[src/rtl/rfa_pkg.sv]
// Shared types and constants for the ring fork arbiter.
// No dependencies; every other file in rtl/ imports this package.
package rfa_pkg;

  localparam int unsigned MaxSeats  = 8;
  localparam int unsigned SeatW     = 3;
  localparam int unsigned CountW    = 4;
  localparam logic [CountW-1:0] CountReset = 4'd5;
  localparam logic [CountW-1:0] CountMin   = 4'd2;
  localparam logic [CountW-1:0] CountMax   = 4'd8;

  typedef enum logic {
    OP_REQUEST = 1'b0,
    OP_RELEASE = 1'b1
  } op_e;

  // One result beat as it waits in the output queue.
  typedef struct packed {
    logic [SeatW-1:0] seat;
    logic             last;
  } grant_t;

  // Grants produced by one input item, in delivery order.
  typedef struct packed {
    logic [1:0] cnt;
    grant_t     first;
    grant_t     second;
  } grant_set_t;

endpackage

[src/rtl/rfa_core.sv]
// Resource state of the ring and the single-pass request/release logic.
// Depends on rfa_pkg.
module rfa_core import rfa_pkg::*; (
  input  logic              clk_i,
  input  logic              rst_ni,
  input  logic              take_i,
  input  op_e               op_i,
  input  logic [SeatW-1:0]  seat_i,
  input  logic [CountW-1:0] count_i,
  output grant_set_t        grants_o
);

  logic [MaxSeats-1:0] busy_q, busy_d;
  logic [MaxSeats-1:0] waited_q, waited_d;

  logic [CountW-1:0] n_eff;
  logic [CountW-1:0] s_ext, r_ext, rr_ext, n_m1;
  logic [SeatW-1:0]  l_idx, r_idx, rr_idx;
  logic              in_range;
  logic [1:0]        gcnt;
  logic [SeatW-1:0]  g0, g1;

  always_comb begin
    if (count_i < CountMin) begin
      n_eff = CountMin;
    end else if (count_i > CountMax) begin
      n_eff = CountMax;
    end else begin
      n_eff = count_i;
    end
  end

  // Neighbor indices on a ring of n_eff seats; seat_i < n_eff when used.
  assign s_ext    = {1'b0, seat_i};
  assign in_range = s_ext < n_eff;
  assign n_m1     = n_eff - 4'd1;
  assign r_ext    = s_ext + 4'd1;
  assign r_idx    = (r_ext == n_eff) ? '0 : r_ext[SeatW-1:0];
  assign rr_ext   = {1'b0, r_idx} + 4'd1;
  assign rr_idx   = (rr_ext == n_eff) ? '0 : rr_ext[SeatW-1:0];
  assign l_idx    = (seat_i == '0) ? n_m1[SeatW-1:0] : seat_i - 3'd1;

  always_comb begin
    busy_d   = busy_q;
    waited_d = waited_q;
    gcnt     = 2'd0;
    g0       = '0;
    g1       = '0;
    if (take_i && in_range) begin
      case (op_i)
        OP_REQUEST: begin
          if (busy_d[seat_i]) begin
            waited_d[seat_i] = 1'b1;
          end else begin
            busy_d[seat_i] = 1'b1;
            if (busy_d[r_idx]) begin
              waited_d[r_idx] = 1'b1;
            end else begin
              busy_d[r_idx] = 1'b1;
              g0   = seat_i;
              gcnt = 2'd1;
            end
          end
        end
        OP_RELEASE: begin
          // Left fork: hand it straight to the left neighbor if it waits.
          busy_d[seat_i] = 1'b0;
          if (waited_d[seat_i]) begin
            waited_d[seat_i] = 1'b0;
            busy_d[seat_i]   = 1'b1;
            g0   = l_idx;
            gcnt = 2'd1;
          end
          // Right fork: the right neighbor retries its whole request.
          busy_d[r_idx] = 1'b0;
          if (waited_d[r_idx]) begin
            waited_d[r_idx] = 1'b0;
            busy_d[r_idx]   = 1'b1;
            if (busy_d[rr_idx]) begin
              waited_d[rr_idx] = 1'b1;
            end else begin
              busy_d[rr_idx] = 1'b1;
              if (gcnt == 2'd0) begin
                g0 = r_idx;
              end else begin
                g1 = r_idx;
              end
              gcnt = gcnt + 2'd1;
            end
          end
        end
        default: begin
          busy_d = busy_q;
        end
      endcase
    end
  end

  always_ff @(posedge clk_i or negedge rst_ni) begin
    if (!rst_ni) begin
      busy_q   <= '0;
      waited_q <= '0;
    end else begin
      busy_q   <= busy_d;
      waited_q <= waited_d;
    end
  end

  assign grants_o.cnt         = gcnt;
  assign grants_o.first.seat  = g0;
  assign grants_o.first.last  = (gcnt == 2'd1);
  assign grants_o.second.seat = g1;
  assign grants_o.second.last = 1'b1;

`ifndef SYNTH
  a_idle_holds_state: assert property (@(posedge clk_i) disable iff (!rst_ni)
    !take_i |=> (busy_q == $past(busy_q)) && (waited_q == $past(waited_q)))
    else $error("ring state changed without an item");
  a_two_only_on_release: assert property (@(posedge clk_i) disable iff (!rst_ni)
    (grants_o.cnt == 2'd2) |-> (op_i == OP_RELEASE))
    else $error("two grants from a request");
  a_out_of_range_silent: assert property (@(posedge clk_i) disable iff (!rst_ni)
    (take_i && !in_range) |-> (grants_o.cnt == 2'd0))
    else $error("grant for a seat beyond the count");
`endif

endmodule

[src/rtl/rfa_out_queue.sv]
// Two-entry result queue: holds the grants of one item and drains one beat a cycle while ready_i is high.
// Depends on rfa_pkg.
module rfa_out_queue import rfa_pkg::*; (
  input  logic       clk_i,
  input  logic       rst_ni,
  input  logic       load_i,
  input  grant_set_t grants_i,
  output logic       room_o,
  output logic       valid_o,
  input  logic       ready_i,
  output grant_t     head_o
);

  logic [1:0] cnt_q, cnt_d;
  grant_t     slot0_q, slot0_d;
  grant_t     slot1_q, slot1_d;
  logic       pop;

  assign pop     = valid_o && ready_i;
  assign valid_o = (cnt_q != 2'd0);
  assign room_o  = (cnt_q == 2'd0) || ((cnt_q == 2'd1) && pop);
  assign head_o  = slot0_q;

  always_comb begin
    cnt_d   = cnt_q;
    slot0_d = slot0_q;
    slot1_d = slot1_q;
    if (pop) begin
      slot0_d = slot1_q;
      cnt_d   = cnt_q - 2'd1;
    end
    if (load_i) begin
      slot0_d = grants_i.first;
      slot1_d = grants_i.second;
      cnt_d   = grants_i.cnt;
    end
  end

  always_ff @(posedge clk_i or negedge rst_ni) begin
    if (!rst_ni) begin
      cnt_q <= 2'd0;
    end else begin
      cnt_q <= cnt_d;
    end
  end

  always_ff @(posedge clk_i) begin
    slot0_q <= slot0_d;
    slot1_q <= slot1_d;
  end

`ifndef SYNTH
  a_cnt_bound: assert property (@(posedge clk_i) disable iff (!rst_ni)
    cnt_q != 2'd3)
    else $error("result queue overfilled");
  a_load_needs_room: assert property (@(posedge clk_i) disable iff (!rst_ni)
    load_i |-> room_o)
    else $error("result queue loaded while still holding beats");
  a_tail_is_last: assert property (@(posedge clk_i) disable iff (!rst_ni)
    (cnt_q == 2'd1) |-> slot0_q.last)
    else $error("final queued beat not marked last");
`endif

endmodule

[src/rtl/ring_fork_arbiter_unit.sv]
// Top level of the ring fork arbiter: input stage, count register, core and result queue.
// Depends on rfa_pkg, rfa_core and rfa_out_queue.
//
//  channel  | dir | handshake                 | payload
//  ---------+-----+---------------------------+-----------------------------------------
//  s_axis   | in  | s_axis_tvalid/tready      | tdata[2:0] seat, tuser operation
//  m_axis   | out | m_axis_tvalid/tready      | tdata[2:0] granted_seat, tlast last
//  cfg      | in  | cfg_valid/cfg_ready       | cfg_data[3:0] seat_count
//
// A beat lands in the input register, then the core logic updates the fork state
// and loads zero, one or two grants into the result queue. The queue drains one beat a
// cycle while m_axis_tready is high, and takes the next item once it is empty or its
// last beat is leaving, so a held item is processed as the previous one's last beat leaves.
// rst_ni clears the fork state, the queue and the input register at once, and loads a
// seat count of five. A stalled m_axis holds the item in the input register, which in
// turn holds s_axis_tready low; cfg is always ready.
module ring_fork_arbiter_unit import rfa_pkg::*; (
  input  logic       clk_i,
  input  logic       rst_ni,
  input  logic       s_axis_tvalid,
  output logic       s_axis_tready,
  input  logic [7:0] s_axis_tdata,   // [2:0] seat, [7:3] zero
  input  logic       s_axis_tuser,   // [0] operation
  output logic       m_axis_tvalid,
  input  logic       m_axis_tready,
  output logic [7:0] m_axis_tdata,   // [2:0] granted_seat, [7:3] zero
  output logic       m_axis_tlast,
  input  logic       cfg_valid,
  output logic       cfg_ready,
  input  logic [3:0] cfg_data        // seat_count
);

  logic              in_vld_q;
  op_e               in_op_q;
  logic [SeatW-1:0]  in_seat_q;
  logic [CountW-1:0] count_q;
  logic              take;
  logic              room;
  grant_set_t        grants;
  grant_t            head;

  // Process the held item once the queue can take all of its grants.
  assign take          = in_vld_q && room;
  assign s_axis_tready = !in_vld_q || take;
  assign cfg_ready     = 1'b1;

  always_ff @(posedge clk_i or negedge rst_ni) begin
    if (!rst_ni) begin
      in_vld_q <= 1'b0;
      count_q  <= CountReset;
    end else begin
      if (s_axis_tready) begin
        in_vld_q <= s_axis_tvalid;
      end
      if (cfg_valid) begin
        count_q <= cfg_data;
      end
    end
  end

  // Payload of the input register; advance only when the slot frees up.
  always_ff @(posedge clk_i) begin
    if (s_axis_tvalid && s_axis_tready) begin
      in_op_q   <= op_e'(s_axis_tuser);
      in_seat_q <= s_axis_tdata[SeatW-1:0];
    end
  end

  rfa_core u_core (
    .clk_i    (clk_i),
    .rst_ni   (rst_ni),
    .take_i   (take),
    .op_i     (in_op_q),
    .seat_i   (in_seat_q),
    .count_i  (count_q),
    .grants_o (grants)
  );

  rfa_out_queue u_queue (
    .clk_i    (clk_i),
    .rst_ni   (rst_ni),
    .load_i   (take),
    .grants_i (grants),
    .room_o   (room),
    .valid_o  (m_axis_tvalid),
    .ready_i  (m_axis_tready),
    .head_o   (head)
  );

  assign m_axis_tdata = {5'd0, head.seat};
  assign m_axis_tlast = head.last;

`ifndef SYNTH
  a_stalled_item_holds: assert property (@(posedge clk_i) disable iff (!rst_ni)
    (in_vld_q && !take) |=> in_vld_q && $stable(in_seat_q) && $stable(in_op_q))
    else $error("held item lost while the queue was full");
  a_no_take_when_empty: assert property (@(posedge clk_i) disable iff (!rst_ni)
    take |-> in_vld_q)
    else $error("core stepped without an item");
  a_accept_when_taken: assert property (@(posedge clk_i) disable iff (!rst_ni)
    take |-> s_axis_tready)
    else $error("input slot not reopened after processing");
`endif

endmodule

[config.mk]
export PLATFORM = sky130hd
export DESIGN_NAME = ring_fork_arbiter_unit
export DESIGN_NICKNAME = d
export VERILOG_FILES = /design/src/rtl/rfa_pkg.sv /design/src/rtl/rfa_core.sv /design/src/rtl/rfa_out_queue.sv /design/src/rtl/ring_fork_arbiter_unit.sv
export SDC_FILE = /design/constraint.sdc
export NUM_CORES = 1
export LEC_CHECK = 0
export BUFFER_PORTS_ARGS = -buffer_cell sky130_fd_sc_hd__buf_2
export CORE_MARGIN = 3
export CORE_UTILIZATION = 35
export CTS_CLUSTER_DIAMETER = 200
export CTS_CLUSTER_SIZE = 16
export DETAILED_ROUTE_END_ITERATION = 16
export PLACE_DENSITY = 0.61
export SYNTH_ARGS = -nofsm -noshare
export SYNTH_HDL_FRONTEND = slang
export SYNTH_HIERARCHICAL = 1
export SYNTH_SLANG_ARGS = --single-unit
export TNS_END_PERCENT = 20
[constraint.sdc]
create_clock -name clk_i -period 6 [get_ports clk_i]
set_input_delay 0.3 -clock clk_i [delete_from_list [all_inputs] [get_ports clk_i]]
set_output_delay 0.3 -clock clk_i [all_outputs]
set_load 0.01 [all_outputs]
## Word-level counts from Yosys, hierarchy flattened

Cells that the tools add are included.

- Logic and storage cells: 125
- Bits in registers: 34
- Bits of input ports: 18
- Output and inout bits: 12

- Equal/unequal tests: 6
- Add/subtract/negate cells: 6
- Bitwise logic cells: 17
- Muxes and demuxes: 58
- Magnitude comparators: 9
- Reduce and logical (&&, ||, !) cells: 19

Operators by type and width:

| operator | count |
|---|---|
| $mux W8 | 14 |
| $or A8 B8 Y8 | 8 |
| $and A8 B8 Y8 | 4 |
| $pmux W8 S2 | 2 |
| $mux W3 | 10 |
| $mux W2 | 8 |
| $mux W4 | 4 |
| $not A8 Y8 | 2 |
| $bmux W1 S3 | 5 |
| $lt A3 B4 Y1 const B | 3 |
| $mux W1 | 10 |
| $demux W1 S3 | 3 |
| $ge A3 B1 Y1 const B | 3 |
| $add A3 B1 Y4 const B | 2 |
| $eq A4 B4 Y1 | 2 |
| $logic_and A1 B1 Y1 | 8 |
| $pmux W3 S2 | 1 |
| $sub A3 B1 Y3 const B | 2 |
| $reduce_or A5 Y1 | 1 |
| $eq A2 B1 Y1 const B | 2 |
| $gt A4 B4 Y1 const B | 1 |
| $logic_not A2 Y1 | 2 |
| $lt A3 B4 Y1 | 1 |
| $lt A4 B2 Y1 const B | 1 |
| other kinds (11) | 16 |

## Depth between registers and ports, before layout

Gate-level depths: netlist of the first run.

- Word-level depth: 20
- Gate-level depth with buffers: 25
- Mapped depth without buffers: 22

## Cells and area by module

Netlist of the first run, hierarchy kept.

By module, submodules not included:

| module | sequential area each (µm²) | instances | area each (µm²) | cells each |
|---|---|---|---|---|
| rfa_core | 400.4 | 1 | 2583.7 | 343 |
| rfa_out_queue | 290.3 | 1 | 461.7 | 31 |
| ring_fork_arbiter_unit | 247.7 | 1 | 377.9 | 25 |

## Least setup slack after synthesis of the first run

OpenSTA, ideal clock, no wires.

- Path kind: register to register
- From: reg in_seat_q[0]
- To: reg u_queue.slot0_q (netlist bit u_queue/head_o[0]) (data pin)
- Arrival time: 5.289 ns
- Cell stages (with the launch flop): 25
- Period minus slack after synthesis: 5.549 ns
- Setup slack: 0.451 ns
- Path buffers: 4
- Setup time: 0.260 ns
- Required time: 5.740 ns
- Path through: edfxtp_1 > inv_1 > clkbuf_1 > buf_1 > ha_1 > a21oi_1 > o31ai_4 > a211o_1 > buf_6 > nand2_1 > inv_1 > ha_1 > xor2_2 > a21o_1 > a2111oi_4 > o21ai_1 > nand2b_1 > a311o_1 > buf_2 > inv_1 > ha_1 > mux2i_1 > o21bai_1 > nor2b_1 > mux2_2

RTL lines:

| what | RTL line | text |
|---|---|---|
| start: declaration | ring_fork_arbiter_unit.sv:35 | `logic [SeatW-1:0] in_seat_q;` |
| start signal: assignment | ring_fork_arbiter_unit.sv:65 | `in_seat_q <= s_axis_tdata[SeatW-1:0];` |
| end signal: assignment | rfa_out_queue.sv:48 | `slot0_q <= slot0_d;` |
| end: declaration | rfa_out_queue.sv:15 | `grant_t slot0_q, slot0_d;` |

==> reports/summary.log, run 1 <==
qor: logic_synthesis.synth_top_cell_area_share 15.4%
qor: logic_synthesis.synth_edf_count 12
qor: critical_path.worst-setup-path-type flip-flop to flip-flop
qor: cts.clock_sink_count 35
qor: cts.max-clock-path-buffers 2
qor: run.max_cap_violations 0
qor: cts.post-cts-setup-buffer-count 0
qor: logic_synthesis.dominantRegCellSynth sky130_fd_sc_hd__dfrtp_1
qor: final_layout.most_common_library_cell_in_the_layout_ignoring_fill_and_taps sky130_fd_sc_hd__a21oi_1
qor: logic_synthesis.synth.yosys.seq_area_share 27.4%
qor: sta.slew_headroom 30.4%
qor: logic_synthesis.synthTopCellsByArea sky130_fd_sc_hd__dfrtp_1 (15%), sky130_fd_sc_hd__edfxtp_1 (11%), sky130_fd_sc_hd__a21oi_1 (5.3%)
qor: floorplan.coreArea 9370 um^2
qor: sta.achievable-frequency 181 MHz
qor: pwr.leakage 1.46 nW
qor: final_layout.post_layout_nonfiller_instances 542
qor: logic_synthesis.synth_simple_gate_area_share 22.5%
qor: sta.post-route-min-period 5.52 ns
qor: floorplan.ioPinCount 30
qor: critical_path.endpoint_kind flip-flop
qor: logic_synthesis.synth-compound-area-share 29.3%
qor: sta.fin_crit_sh 92.0%
qor: sta.final.setup_skew 0.00923 ns
qor: placed_design.place.detailed.instances 534
qor: critical_path.crit-reg2reg-launch in_seat_q[1]$_DFFE_PP_
qor: pwr.p_per_area 468 nW/um^2
qor: logic_synthesis.yosysUniqueCellTypes 73
qor: critical_path.cp_data_required_time 6.17 ns
qor: sta.actual_transition_at_the_worst_max_transition_pin 1.04 ns
qor: sta.finalSetupViolations 0
qor: critical_path.rrSetupSlack 0.48 ns
qor: logic_synthesis.adder_cell_share_of_the_synthesized_area 3.65%
qor: floorplan.floorplan.die.width 105 um
qor: detailed_routing.antenna_violation_net_count_after_detailed_routing 0
qor: cts.clock_tree.htree_level_count 2
qor: global_route.initial_antenna_violation_count 0
qor: logic_synthesis.async_reset_ff_share 65.7%
qor: global_route.grt_start_max_net_pins 24
qor: detailed_routing.num_vias 3314
qor: critical_path.worstSetupStartpointType flip-flop
qor: detailed_routing.routed_wire_length 10200 um
qor: pwr.p_sw 0.000882 W
qor: pwr.power.clock.fraction 9.9%
qor: critical_path.timing.reg2reg.worst_path_depth 18
qor: logic_synthesis.synth.area.mux_share 9.06%
qor: cts.cts_made_buffers 5
qor: final_layout.layout.nets 440
qor: pwr.fraction_of_power_spent_switching_nets 50.9%
qor: detailed_routing.drt-wirelength-per-cell 18.9 um
qor: cts.root_buffer sky130_fd_sc_hd__clkbuf_8
qor: final_layout.fraction_of_layout_cells_with_a_size_suffix_above_1 18.2%
qor: floorplan.initial_core_util 36.5%
qor: critical_path.worstPathMaxFanout 11
qor: global_route.first_global_vias 3145
qor: critical_path.worstPathArrival 5.69 ns
qor: pwr.power.share.combinational 63.3%
qor: floorplan.die_area 11000 um^2
qor: run_status.outcome complete, no violations
qor: detailed_routing.dr.pass1.iters 5
qor: placed_design.place_congestion 0.952
qor: logic_synthesis.avgSynthCellArea 8.58 um^2
qor: global_route.grt_remaining_overflow 0
qor: global_route.wire_length_of_the_first_global_routing_pass 16700 um
qor: cts.cts_hold_repair.buffers 0
qor: placed_design.buffer_ports.inserted 18
qor: logic_synthesis.synth_top_family_by_area compound AO/OA/AOI/OAI gates
qor: floorplan.fp-row-count 35
qor: final_layout.area.growth.synth_to_final 8.11%
qor: pwr.ir_worst_vdd 0.170 mV
qor: logic_synthesis.synth_area 3420 um^2
qor: logic_synthesis.yosysTopAreaCell sky130_fd_sc_hd__dfrtp_1
qor: global_route.track_usage 18.9%
qor: sta.final_slew_viol_count 0
qor: cts.cts_tree done
qor: min_path.hp-class primary input to asynchronous set/reset pin
qor: placed_design.hpwlAfterDp 7520 um
qor: critical_path.timing.rr.end u_queue/head_o[2]$_DFFE_PP_
qor: cts.clock_latency 0.29 ns
qor: logic_synthesis.synth.ff_latch_count 35
qor: final_layout.mostFrequentLayoutCells sky130_fd_sc_hd__a21oi_1 (36), sky130_fd_sc_hd__nor2_1 (35), sky130_fd_sc_hd__nand2_1 (34)
qor: sta.fin_worst_setup_slack 0.479 ns
qor: floorplan.dieHeight 105 um
qor: pwr.pwr-share-seq 26.8%
qor: logic_synthesis.synthXorXnorAreaFrac 1.24%
qor: placed_design.pre_cts_ws 0.547 ns
qor: sta.final-hold-violation-count 0
qor: final_layout.diodes 0
qor: cts.clkSlewWorstSetupHoldPaths 0.08 ns
qor: logic_synthesis.post_synth_inst_count 399
qor: detailed_routing.viasPerCell 6.11
qor: detailed_routing.remaining_drc_errors 0
qor: detailed_routing.dr.first_iter.drc_count 292
qor: sta.grt_setup_unrepaired no
qor: logic_synthesis.synth_warnings 6
qor: sta.tns 0 ns
qor: cts.ctsResizeCount 0
qor: pwr.internal_power 0.000851 W
## metrics by stage
stage	cell area, um^2	total power [W]	hold WS [ns]	utilization, %
CTS	3700	0.00171	0.0183	39.5
detailed placement	3620	0.00153	0.342	38.6
finish	3700	0.00173	0.00972	39.5
global placement	3620	0.00151	0.340	38.6
global route	3700	0.00185	0.0353	39.5
floorplan	3440	0.00122	0.00441	-
## cells in the mapped netlist, drive strengths merged (4+ instances only)
library cell and instances:
o21a 4, inv 14, or2 4, o21ai 18, and2 5, a221o 5
nand2b 9, and3 12, dfrtp 21, o211ai 6, a211oi 4, a22oi 5
nor3 14, o31ai 6, ha 10, a211o 11, mux2 10, nor2 35
a21oi 36, edfxtp 12, mux2i 13, nor2b 6, buf 18, a31oi 12
nand3b 6, nand3 7, clkbuf 11, nand2 35
## state kept, by name, summed over array words and instances (netlist names)
register and cells:
in_vld_q 1, u_queue/head_o 4, u_queue/cnt_q 2, in_op_q 1, count_q 4, u_core/waited_q 8
u_core/busy_q 8, u_queue/slot1_q 4, in_seat_q 3
## how the worst max path moves through the flow
| stage | depth (start not counted) | end | startpoint |
|---|---|---|---|
| detailed placement | 18 | u_queue/head_o[2]$_DFFE_PP_ | in_seat_q[1]$_DFFE_PP_ |
| finish | 18 | u_queue/head_o[2]$_DFFE_PP_ | in_seat_q[1]$_DFFE_PP_ |
| global route | 20 | u_queue/head_o[0]$_DFFE_PP_ | in_seat_q[1]$_DFFE_PP_ |
| global placement | 18 | u_queue/head_o[2]$_DFFE_PP_ | in_seat_q[1]$_DFFE_PP_ |
| CTS | 18 | u_queue/head_o[2]$_DFFE_PP_ | in_seat_q[1]$_DFFE_PP_ |
| floorplan | 24 | u_queue/head_o[0]$_DFFE_PP_ | in_seat_q[0]$_DFFE_PP_ |
## cell families after synthesis
group | after synthesis
mux | 26
buf+inv | 43
compound gates | 132
fa+ha+maj | 10
simple gates | 146
xor+xnor | 4
other cells | 3
flops | 35
## layer usage
| layer | vias to the layer above | global-route usage, % | share of wire, % |
|---|---|---|---|
| met1 | 1585 | 25.6 | 42 |
| met2 | 189 | 30.8 | 46 |
| li1 | 1518 | - | - |
| met5 | - | 0 | 0 |
| met4 | 0 | 6.28 | 2.5 |
| met3 | 22 | 2.84 | 8.6 |
## power by group through the flow
stage	clock, W	combinational, W	sequential, W
global route	0.000189	0.00119	0.000474
floorplan	0	0.000795	0.000423
detailed placement	0	0.00107	0.000464
CTS	0.000180	0.00107	0.000459
global placement	0	0.00105	0.000462
finish	0.000172	0.00110	0.000465
## worst max-delay path, stage by stage, from the launching register on
cell and delay (ns):
sky130_fd_sc_hd__edfxtp_1 0.60, sky130_fd_sc_hd__inv_2 0.13, sky130_fd_sc_hd__ha_1 0.39, sky130_fd_sc_hd__a21oi_1 0.31, sky130_fd_sc_hd__o31ai_4 0.17, sky130_fd_sc_hd__a211o_1 0.36, sky130_fd_sc_hd__nand2_4 0.18, sky130_fd_sc_hd__inv_1 0.15
sky130_fd_sc_hd__ha_1 0.32, sky130_fd_sc_hd__xor2_2 0.22, sky130_fd_sc_hd__a21o_1 0.23, sky130_fd_sc_hd__a2111oi_4 0.50, sky130_fd_sc_hd__o21ai_1 0.18, sky130_fd_sc_hd__nand2b_1 0.17, sky130_fd_sc_hd__a311o_1 0.40, sky130_fd_sc_hd__buf_4 0.20
sky130_fd_sc_hd__or4_4 0.56, sky130_fd_sc_hd__o221ai_2 0.17, sky130_fd_sc_hd__mux2_2 0.17
## layout make-up
cell class	count	area [um^2]
fillers	972	5670
clock buffers	6	72.6
multi-input cells	325	2280
inverters	14	52.6
repair buffers	31	188
flip-flops and latches	35	938
clock inverters	2	12.5
well taps	129	161
(Power assumes the default switching activity.)
==> run 2, diff against run 1 <==
Settings changed: PLACE_DENSITY 0.61 to unset.
==> run 2 against run 1 <==
Sequential power decreased by 2%. Non-clock buffer count shrank 1. Clock skew hardly changed. Register-to-register slack lost 0.08 ns. Flip-flop and latch count is the same. Critical path type unchanged. Largest cell class unchanged.
==> reports/summary.log, run 2 (synthesized netlist as in run 1, its figures left out) <==
qor: cts.ctsResizeCount 0 [unchanged]
qor: global_route.grt_remaining_overflow 0 [unchanged]
qor: cts.clock_sink_count 35 [unchanged]
qor: detailed_routing.routed_wire_length 10500 um [was 10200 um]
qor: global_route.first_global_vias 3053 [was 3145]
qor: floorplan.ioPinCount 30 [unchanged]
qor: detailed_routing.remaining_drc_errors 0 [unchanged]
qor: cts.max-clock-path-buffers 2 [unchanged]
qor: cts.cts_hold_repair.buffers 0 [unchanged]
qor: floorplan.fp-row-count 35 [unchanged]
qor: sta.grt_setup_unrepaired no [unchanged]
qor: pwr.p_per_area 468 nW/um^2 [about the same]
qor: sta.achievable-frequency 178 MHz [was 181 MHz]
qor: cts.cts_made_buffers 5 [unchanged]
qor: run_status.outcome complete, no violations [unchanged]
qor: critical_path.timing.reg2reg.worst_path_depth 18 [unchanged]
qor: final_layout.finish.utilization 39.4% [was 39.5%]
qor: placed_design.place_congestion 0.991 [was 0.952]
qor: placed_design.hpwlAfterDp 7630 um [was 7520 um]
qor: critical_path.rrSetupSlack 0.40 ns [was 0.48 ns]
qor: final_layout.mostFrequentLayoutCells sky130_fd_sc_hd__a21oi_1 (36), sky130_fd_sc_hd__nor2_1 (35), sky130_fd_sc_hd__nand2_1 (34) [unchanged]
qor: final_layout.area.growth.synth_to_final 7.75% [was 8.11%]
qor: detailed_routing.dr.first_iter.drc_count 324 [was 292]
qor: detailed_routing.num_vias 3323 [was 3314]
qor: global_route.track_usage 19.1% [was 18.9%]
qor: critical_path.crit-reg2reg-launch in_seat_q[0]$_DFFE_PP_ [was in_seat_q[1]$_DFFE_PP_]
qor: pwr.total_power 0.00173 W [about the same]
qor: sta.slew_headroom 30.3% [was 30.4%]
qor: detailed_routing.viasPerCell 6.14 [was 6.11]
qor: floorplan.die_area 11000 um^2 [unchanged]
qor: sta.fin_crit_sh 93.4% [was 92.0%]
qor: final_layout.diodes 0 [unchanged]
qor: final_layout.layout.nets 439 [was 440]
qor: cts.clkSlewWorstSetupHoldPaths 0.08 ns [about the same]
qor: cts.clock_latency 0.29 ns [about the same]
qor: sta.final_slew_viol_count 0 [unchanged]
qor: floorplan.coreArea 9370 um^2 [unchanged]
qor: sta.actual_transition_at_the_worst_max_transition_pin 1.04 ns [about the same]
qor: global_route.wire_length_of_the_first_global_routing_pass 16700 um [unchanged]
qor: final_layout.final_area 3690 um^2 [was 3700 um^2]
qor: pwr.ir_worst_vdd 0.198 mV [was 0.170 mV]
qor: pwr.leakage 1.46 nW [about the same]
qor: critical_path.worstPathArrival 5.77 ns [was 5.69 ns]
qor: global_route.grt_start_max_net_pins 24 [unchanged]
qor: placed_design.placed_cell_area 3610 um^2 [was 3620 um^2]
qor: detailed_routing.antenna_violation_net_count_after_detailed_routing 0 [unchanged]
qor: critical_path.worstSetupStartpointType flip-flop [unchanged]
qor: cts.cts_tree done [unchanged]
qor: cts.root_buffer sky130_fd_sc_hd__clkbuf_8 [unchanged]
qor: floorplan.initial_core_util 36.5% [unchanged]
qor: final_layout.largest_registers u_core/busy_q: 8 flops, u_core/waited_q: 8 flops [unchanged]
qor: run.max_cap_violations 0 [unchanged]
qor: critical_path.cp_data_required_time 6.16 ns [was 6.17 ns]
qor: critical_path.worst-setup-path-type flip-flop to flip-flop [unchanged]
qor: final_layout.most_common_library_cell_in_the_layout_ignoring_fill_and_taps sky130_fd_sc_hd__a21oi_1 [unchanged]
qor: global_route.initial_antenna_violation_count 0 [unchanged]
qor: detailed_routing.dr.pass1.iters 6 [was 5]
qor: critical_path.timing.rr.end u_queue/head_o[2]$_DFFE_PP_ [unchanged]
qor: sta.final-hold-violation-count 0 [unchanged]
qor: floorplan.floorplan.die.width 105 um [unchanged]
qor: sta.tns 0 ns [unchanged]
qor: sta.finalSetupViolations 0 [unchanged]
qor: critical_path.worstPathMaxFanout 11 [unchanged]
qor: final_layout.fraction_of_layout_cells_with_a_size_suffix_above_1 17.5% [was 18.2%]
qor: sta.post-route-min-period 5.60 ns [was 5.52 ns]
qor: cts.clock_tree.htree_level_count 2 [unchanged]
qor: critical_path.endpoint_kind flip-flop [unchanged]
qor: detailed_routing.drt-wirelength-per-cell 19.5 um [was 18.9 um]
qor: floorplan.dieHeight 105 um [unchanged]
qor: sta.final.setup_skew 0.00912 ns [was 0.00923 ns]
qor: sta.holdWs 0.0143 ns [was 0.00972 ns]
qor: placed_design.buffer_ports.inserted 18 [unchanged]
qor: cts.post-cts-setup-buffer-count 0 [unchanged]
qor: min_path.hp-class primary input to asynchronous set/reset pin [unchanged]
-- run 2: where the power goes --
part	leakage [nW]	internal (W)	switching, W
combinational	1.04	0.000413	0.000689
clock	0.0403	0.0000794	0.0000917
sequential	0.378	0.000351	0.000103
total	1.46	0.000843	0.000883
-- run 2: how the worst max path moves through the flow --
stage	start	endpoint	slack [ns]	cells after the start
global placement	in_seat_q[0]$_DFFE_PP_	u_queue/head_o[2]$_DFFE_PP_	0.50	18
detailed placement	in_seat_q[0]$_DFFE_PP_	u_queue/head_o[2]$_DFFE_PP_	0.50	18
CTS	in_seat_q[0]$_DFFE_PP_	u_queue/head_o[2]$_DFFE_PP_	0.46	18
global route	in_seat_q[0]$_DFFE_PP_	u_queue/head_o[0]$_DFFE_PP_	0.12	20
finish	in_seat_q[0]$_DFFE_PP_	u_queue/head_o[2]$_DFFE_PP_	0.40	18
floorplan	in_seat_q[0]$_DFFE_PP_	u_queue/head_o[0]$_DFFE_PP_	0.45	24
-- run 2: layout make-up --
type                       count  area, um^2
multi-input combinational    325        2280
timing repair buffer          30         180
tap                          129         161
sequential                    35         938
clock buffer                   6        72.6
inverter                      14        52.6
clock inverter                 2        7.51
fill                         997        5680
-- run 2: metal layers --
| metal | part of all wire [%] | global-route usage (%) |
|---|---|---|
| met5 | 0 | 0 |
| met2 | 46 | 30.3 |
| met4 | 2.7 | 6.56 |
| met1 | 43 | 26.3 |
| met3 | 8.0 | 2.96 |
-- run 2: critical path, stage by stage (launching register included) --
cell and delay, ns:
sky130_fd_sc_hd__edfxtp_1 0.41, sky130_fd_sc_hd__inv_1 0.31, sky130_fd_sc_hd__ha_1 0.39, sky130_fd_sc_hd__a21oi_1 0.32
sky130_fd_sc_hd__o31ai_4 0.16, sky130_fd_sc_hd__a211o_1 0.43, sky130_fd_sc_hd__nand2_4 0.23, sky130_fd_sc_hd__inv_1 0.14
sky130_fd_sc_hd__ha_1 0.32, sky130_fd_sc_hd__xor2_2 0.22, sky130_fd_sc_hd__a21o_1 0.23, sky130_fd_sc_hd__a2111oi_4 0.50
sky130_fd_sc_hd__o21ai_1 0.18, sky130_fd_sc_hd__nand2b_1 0.17, sky130_fd_sc_hd__a311o_1 0.37, sky130_fd_sc_hd__buf_4 0.19
sky130_fd_sc_hd__or4_4 0.55, sky130_fd_sc_hd__o221ai_2 0.17, sky130_fd_sc_hd__mux2_2 0.17
-- run 2: metrics by stage --
| stage | std cells | worst slack (ns) |
|---|---|---|
| 2_1_floorplan | 403 | 0.451 |
| 3_3_place_gp | 533 | 0.503 |
| 3_5_place_dp | 533 | 0.497 |
| 4_1_cts | 541 | 0.462 |
| 5_1_grt | 541 | 0.122 |
| 6_report | 541 | 0.397 |
